## config.mk

```make
export PLATFORM = sky130hd
export DESIGN_NAME = wtsg_ctrl
export DESIGN_NICKNAME = d
export VERILOG_FILES = /design/src/hw/rtl/wtsg_pkg.sv /design/src/hw/rtl/wtsg_ctrl.sv
export SDC_FILE = /design/constraint.sdc
export NUM_CORES = 1
export LEC_CHECK = 0
export ABC_AREA = 1
export BUFFER_PORTS_ARGS = -buffer_cell sky130_fd_sc_hd__clkbuf_2
export CORE_MARGIN = 5
export CORE_UTILIZATION = 43
export DETAILED_ROUTE_END_ITERATION = 7
export GPL_ROUTABILITY_DRIVEN = 0
export GPL_TIMING_DRIVEN = 0
export HOLD_SLACK_MARGIN = 0.12
export PLACE_DENSITY = 0.84
export SKIP_CTS_REPAIR_TIMING = 1
export SLEW_MARGIN = 25
export SYNTH_ARGS = -nofsm -noshare
export SYNTH_HDL_FRONTEND = slang
export SYNTH_SLANG_ARGS = --single-unit
```

## constraint.sdc

```tcl
create_clock -name clk -period 1.2 [get_ports clk]
set_input_delay 0.06 -clock clk [delete_from_list [all_inputs] [get_ports clk]]
set_output_delay 0.06 -clock clk [all_outputs]
set_load 0.05 [all_outputs]
```

## src/hw/rtl/wtsg_pkg.sv

```systemverilog
package wtsg_pkg;

  localparam int COORD_BITS   = 20;
  localparam int CORDIC_ITERS = 16;

  localparam int AX_W       = COORD_BITS + 1;
  localparam int SQ_W       = 2 * AX_W + 1;
  localparam int SQRT_ITERS = AX_W + 1;
  localparam int LEN_W      = AX_W + 3;
  localparam int SCALE_W    = 24;
  localparam int STRIDE_W   = 12;
  localparam int P_W        = LEN_W + SCALE_W;
  localparam int HI_W       = P_W - 20;
  localparam int MM_W       = HI_W + 11;
  localparam int DVD_W      = MM_W + 2;
  localparam int DVS_W      = STRIDE_W + 1;
  localparam int CX_W       = COORD_BITS + 12;
  localparam int CALC_N     = (SQRT_ITERS > CORDIC_ITERS) ? SQRT_ITERS : CORDIC_ITERS;
  localparam int LOOP_MAX   = (CALC_N > DVD_W) ? CALC_N : DVD_W;
  localparam int CNT_W      = $clog2(LOOP_MAX);

  localparam logic [15:0] TURN_STRAIGHT_LIM = 16'd2731;
  localparam logic [15:0] TURN_SLIGHT_LIM   = 16'd8192;
  localparam logic [15:0] TURN_NORMAL_LIM   = 16'd24576;

  localparam logic [2:0] TC_HEAD     = 3'd0;
  localparam logic [2:0] TC_STRAIGHT = 3'd1;
  localparam logic [2:0] TC_SLIGHT_L = 3'd2;
  localparam logic [2:0] TC_SLIGHT_R = 3'd3;
  localparam logic [2:0] TC_LEFT     = 3'd4;
  localparam logic [2:0] TC_RIGHT    = 3'd5;
  localparam logic [2:0] TC_UTURN    = 3'd6;

  localparam logic REG_SCALE  = 1'b0;
  localparam logic REG_STRIDE = 1'b1;

  localparam logic [SCALE_W-1:0]  SCALE_RST  = 24'd65536;
  localparam logic [STRIDE_W-1:0] STRIDE_RST = 12'd700;

  typedef struct packed {
    logic signed [COORD_BITS-1:0] point_x;
    logic signed [COORD_BITS-1:0] point_y;
    logic                         route_end;
  } in_word_t;

  typedef struct packed {
    logic        seg_valid;
    logic [2:0]  turn_class;
    logic [15:0] seg_step_cnt;
    logic [27:0] seg_length_mm;
    logic [23:0] route_step_cnt;
    logic [31:0] total_length_mm;
    logic        is_last;
  } out_word_t;

  typedef struct packed {
    logic             load;
    logic             sq_x;
    logic             sq_y;
    logic             calc_step;
    logic             mul1;
    logic             mul2;
    logic             div_init;
    logic             div_step;
    logic             finish;
    logic             emit;
    logic [CNT_W-1:0] idx;
  } wtsg_cmd_t;

  typedef struct packed {
    logic seg;
    logic need_out;
  } wtsg_sts_t;

  function automatic logic [15:0] atan_turn(input logic [4:0] i);
    logic [15:0] a;
    case (i)
      5'd0:    a = 16'd8192;
      5'd1:    a = 16'd4836;
      5'd2:    a = 16'd2555;
      5'd3:    a = 16'd1297;
      5'd4:    a = 16'd651;
      5'd5:    a = 16'd326;
      5'd6:    a = 16'd163;
      5'd7:    a = 16'd81;
      5'd8:    a = 16'd41;
      5'd9:    a = 16'd20;
      5'd10:   a = 16'd10;
      5'd11:   a = 16'd5;
      5'd12:   a = 16'd3;
      5'd13:   a = 16'd1;
      5'd14:   a = 16'd1;
      default: a = 16'd0;
    endcase
    return a;
  endfunction

endpackage

```

## src/hw/rtl/wtsg_ctrl.sv

```systemverilog
module wtsg_ctrl (
  input  logic                clk,
  input  logic                rst_n,
  input  logic                in_valid,
  output logic                in_ready,
  input  logic                out_free,
  input  wtsg_pkg::wtsg_sts_t sts,
  output wtsg_pkg::wtsg_cmd_t cmd
);
  import wtsg_pkg::*;

  typedef enum logic [3:0] {
    S_IDLE, S_CHK, S_SQX, S_SQY, S_CALC, S_MUL1, S_MUL2, S_DIVI, S_DIV, S_FIN, S_EMIT
  } state_t;

  state_t           state_r;
  logic [CNT_W-1:0] cnt_r;

  always_ff @(posedge clk) begin
    if (!rst_n) begin
      state_r <= S_IDLE;
      cnt_r   <= '0;
    end else begin
      case (state_r)
        S_IDLE: if (in_valid) state_r <= S_CHK;
        S_CHK:  state_r <= sts.seg ? S_SQX : S_EMIT;
        S_SQX:  state_r <= S_SQY;
        S_SQY: begin
          state_r <= S_CALC;
          cnt_r   <= '0;
        end
        S_CALC: begin
          cnt_r <= cnt_r + 1'b1;
          if (cnt_r == CNT_W'(CALC_N - 1)) state_r <= S_MUL1;
        end
        S_MUL1: state_r <= S_MUL2;
        S_MUL2: state_r <= S_DIVI;
        S_DIVI: begin
          state_r <= S_DIV;
          cnt_r   <= '0;
        end
        S_DIV: begin
          cnt_r <= cnt_r + 1'b1;
          if (cnt_r == CNT_W'(DVD_W - 1)) state_r <= S_FIN;
        end
        S_FIN:  state_r <= S_EMIT;
        S_EMIT: if (!sts.need_out || out_free) state_r <= S_IDLE;
        default: state_r <= S_IDLE;
      endcase
    end
  end

  always_comb begin
    in_ready      = (state_r == S_IDLE);
    cmd           = '0;
    cmd.idx       = cnt_r;
    cmd.load      = (state_r == S_IDLE) && in_valid;
    cmd.sq_x      = (state_r == S_SQX);
    cmd.sq_y      = (state_r == S_SQY);
    cmd.calc_step = (state_r == S_CALC);
    cmd.mul1      = (state_r == S_MUL1);
    cmd.mul2      = (state_r == S_MUL2);
    cmd.div_init  = (state_r == S_DIVI);
    cmd.div_step  = (state_r == S_DIV);
    cmd.finish    = (state_r == S_FIN);
    cmd.emit      = (state_r == S_EMIT) && (!sts.need_out || out_free);
  end

endmodule

```

# == Word-level counts from Yosys, hierarchy flattened ==
# Index checks and enable logic that the tools add are counted.
# classes
addsub,1
n_eq_ne,16
muxes,7
reduce_logical,9
# ops
op,count
$pmux 4 s11,1
$mux 4,5
$eq 4x3->1 const B,4
$eq 4x4->1 const B,3
$pmux 6 s2,1
$eq 4x2->1 const B,2
$add 6x1->6 const B,1
$eq 6x5->1 const B,1
$eq 6x6->1 const B,1
$eq 4x1->1 const B,1
$logic_not 4->1,1
$ne 2x1->1 const B,2
$ne 2x2->1 const B,2
$reduce_and 4->1,1
$reduce_or 2->1,2
$logic_and 1x1->1,2
$reduce_bool 2->1,1
$logic_not 1->1,1
$logic_or 1x1->1,1
# word_totals
ff_bits,10
input_bits,6
out_inout_bits,17
elab_cells,35

# == Logic depth before layout (Yosys ltp) ==
# depth
ltp_word,4
mapped_depth,8
mapped_depth_nobuf,8

# == Least setup slack after synthesis ==
# OpenSTA, ideal clock, no wires.
# synth_timing
path_type,reg2out
from,register state_r[1]
to,output cmd[6] in the netlist's numbering
arrival_time_ns,1.704
t_required_ns,1.140
setup_slack_ns,-0.564
stages_incl_launch_ff,5
n_path_buf,0
path_cell_list,dfxtp_1 -> inv_1 -> nor2_1 -> inv_1 -> nor3_1
# synth_rtl
item,line,rtl
from (decl),wtsg_ctrl.sv:16,state_t state_r;
from (signal assigned),wtsg_ctrl.sv:26,S_CHK: state_r <= sts.seg ? S_SQX : S_EMIT;
to (decl),wtsg_ctrl.sv:8,output wtsg_pkg::wtsg_cmd_t cmd

# == Worst setup path after layout ==
# layout_timing
from,register state_r[1]
to,register cnt_r[5]
# layout_via
elab_chain_len,3
word_cells_on_any_way,8
classes_between,eq/ne: 4; mux: 1; reduce/logical: 3
# layout_lines
item,line,rtl
"$eq 4x4->1, or another cell as far along",wtsg_ctrl.sv:24,case (state_r)
$reduce_or 2->1 (no source line),n/a,
$pmux 6 s2 / $reduce_bool 2->1 (equally long branches),n/a,
to (signal assigned),wtsg_ctrl.sv:33,cnt_r <= cnt_r + 1'b1;
to (signal assigned),wtsg_ctrl.sv:43,cnt_r <= cnt_r + 1'b1;
to (decl),wtsg_ctrl.sv:17,logic [CNT_W-1:0] cnt_r;
# Several ways; a longest one is shown, not always the timed one.
# A chain may end at the register's enable or synchronous reset.

==> flow_metrics.py <==
metrics = {
    "cells_and_area": {
        "mostFrequentLayoutCells": "nand2_1 (20), nor2_1 (12), clkbuf_2 (11), buf_6 (10)",
        "fill_cells": 123,
        "drive_gt1_share_pct": 51.80,
        "syn_to_final_growth_pct": 63.26,
        "layout_commonest_cell": "nand2_1",
        "antennaDiodeCount": 0,
        "seqCellArea_sq_um": 227.7,
        "multiInputGateArea_sq_um": 486.7,
        "final_area_sq_mm": 0.001079,
        "num-nets-final": 149,
    },
    "detailed_routing": {
        "wl_per_cell_um": 12.31,
        "dr_wl_met2_um": 1012,
        "met1Wirelength_um": 716,
        "vias_per_cell": 5.000,
        "ant_nets": 0,
        "drt_iter0_markers": 12,
        "wl_um": 1908,
        "first_pass_iters": 4,
        "dr_total_vias": 775,
        "wl_met3_um": 125,
        "top_layer": "met4",
        "drc_errors": 0,
    },
    "logic_synthesis": {
        "synth_area_leaders": "dfxtp_1 (30%), nor2_1 (13%), nand2_1 (11%)",
        "synth_cell_types": 19,
        "synth_top_area_cell": "dfxtp_1",
        "synth_warnings": 0,
        "synth_top_family_by_area": "simple AND/OR/NAND/NOR gates",
        "synthSimpleGateAreaFrac_pct": 40.72,
        "ys_seq_elements": 10,
        "synth_mux_area_share_pct": 0,
        "synth_fa_ha_area_share_pct": 5.682,
        "synth_top_area_share_pct": 30.30,
        "postSynthCellCount": 106,
        "synth_xor_xnor_area_share_pct": 0,
        "syn_nets": 115,
        "syn_avg_cell_area_sq_um": 6.232,
        "synth_compound_area_share_pct": 13.07,
        "synth_area_sq_um": 660.6,
        "ys_seq_area_share_pct": 30.30,
    },
    "setup_path": {
        "cp_num_buf_inv": 1,
        "cp_data_arrival_time_ns": 1.44,
        "crit_chain": "nor2_4 > inv_4 > a21oi_4 > nand2_2 > nor2_2 > nand2_1 > nand2_1 > nor2_1",
        "crit_path_frequent_cell": "nand2_1",
        "critPathSlowestCell": "dfxtp_4",
        "end_kind": "flip-flop",
        "path_max_fanout": 6,
        "critPathMaxStageDelay_ns": 0.36,
        "cp.required_ns": 1.37,
        "crit_type": "flip-flop to flip-flop",
        "startpoint_type": "flip-flop",
        "path_delay_family": "simple AND/OR/NAND/NOR gates",
    },
    "global_route": {
        "grt_remaining_overflow": 0,
        "grt_usage_pct": 14.75,
        "grt_pass1_wl_um": 2911,
        "grt_pass1_vias": 708,
        "antenna_found_initial": 0,
        "grt_max_degree": 8,
    },
    "run_status": {
        "violations": "negative setup slack",
        "status": "finished with violations",
    },
    "sta": {
        "final-hold-violation-count": 0,
        "skew_ns": 0.002615,
        "fin_ws_ns": -0.07639,
        "layout_min_cycle_time_ns": 1.276,
        "setup_viol": 10,
        "rsz0062_at_grt": "true",
        "maxSlewViolCount": 0,
        "max-slew-margin-rel_pct": 81.35,
        "tightestPinTransition_ns": 0.2810,
        "fmax_mhz": 783.5,
        "hold_ws_ns": 0.1248,
        "layout_worst_path_cycle_share_pct": 106.4,
    },
    "worst_hold_path": {
        "hold_path.class": "primary input to flip-flop",
    },
    "pwr": {
        "powerDensity_mw_per_mm2": 1454,
        "p_leak_nw": 0.4435,
        "ir_worst_vdd_mv": 0.9905,
    },
    "floorplanning": {
        "die_h_um": 49.20,
        "core_region_area_sq_mm": 0.001489,
        "die-area_sq_mm": 0.002420,
        "io_pins": 23,
        "start_util_pct": 44.37,
        "die_x_um": 49.20,
        "num_rows": 14,
    },
    "clocking": {
        "clk_pin_slew_ns": 0.06,
        "htree_levels": 1,
        "clockBufferDepth": 2,
        "cts.sinks": 10,
        "cts_inserted_buffers": 3,
        "cts_tree": "yes",
        "clk_latency_ns": 0.27,
        "clockRootBuffer": "clkbuf_4",
    },
    "place": {
        "placed_area_sq_um": 848.3,
        "io_buffer_count": 22,
        "dpl.hpwl_um": 1308,
    },
    "flow_run": {
        "maxCapViolCount": 0,
    },
}
[power by group]
part	total, mW	internal [mW]	switching, mW
clock	0.249	0.129	0.120
combinational	0.867	0.311	0.557
sequential	0.452	0.379	0.0727
[final timing paths]
path | cells after the start | to | slack, ns | startpoint
max | 8 | cnt_r[5]$_SDFFE_PN0P_ | -0.08 | state_r[1]$_SDFFE_PN0P_
min reg2reg | 2 | cnt_r[3]$_SDFFE_PN0P_ | 0.50 | cnt_r[3]$_SDFFE_PN0P_
min | 4 | state_r[1]$_SDFFE_PN0P_ | 0.12 | out_free
max reg2reg | 8 | cnt_r[5]$_SDFFE_PN0P_ | -0.08 | state_r[1]$_SDFFE_PN0P_
[logic make-up after synthesis]
kind of cell,Yosys count
and+or+nand+nor,61
buffers and inverters,18
AOI/OAI and AO/OA,14
DFF,10
adders and majority gates,3
[metal layers]
metal | track usage (%) | up-vias
met5 | 0 | -
met4 | 8.072 | 0
met3 | 3.670 | 7
met2 | 24.46 | 25
met1 | 16.97 | 344
li1 | - | 399
[through the flow]
stage / power, mW / setup slack [ns] / std cells / TNS, ns / utilization (%)
after floorplan: 0.9510 / -0.1299 / 106 / -0.8554 / -
after global placement: 1.061 / -0.06965 / 144 / -0.09756 / 56.97
after detailed placement: 1.080 / -0.09963 / 144 / -0.1949 / 56.97
after CTS: 1.332 / -0.2525 / 148 / -2.560 / 58.74
after global routing: 1.665 / -0.1424 / 155 / -1.355 / 72.44
final: 1.568 / -0.07639 / 155 / -0.3709 / 72.44
[cells in the mapped netlist]
| cell type | n |
|---|---|
| inv_2 | 2 |
| nand3b_1 | 1 |
| nand2_2 | 2 |
| nor2_2 | 3 |
| nand3_1 | 3 |
| nand2_4 | 1 |
| nand4_1 | 2 |
| o21ai_1 | 1 |
| dfxtp_1 | 10 |
| inv_1 | 16 |
| a21oi_1 | 8 |
| o21bai_1 | 1 |
| ha_1 | 3 |
| nand2_1 | 20 |
| o21ai_0 | 2 |
| nor3_1 | 6 |
| nor2_1 | 23 |
| o21a_1 | 1 |
| a21oi_4 | 1 |
[registers in the layout (all words and copies together), names as in the netlist]
name,cells
cnt_r,6
state_r,4
[worst register-to-register path, cell delays in order (launching register included)]
cell and delay (ns):
dfxtp_4 0.36, nor2_4 0.13, inv_4 0.08, a21oi_4 0.21, nand2_2 0.11, nor2_2 0.12
nand2_1 0.06, nand2_1 0.05, nor2_1 0.04
[cell type report]
class | count | share of cell area (%)
clock buffer | 4 | 2.436
inverter | 18 | 7.193
multi-input combinational | 78 | 45.13
sequential | 10 | 21.11
tap | 16 | 1.856
timing repair buffer | 29 | 22.27
(Power assumes the default switching activity.)
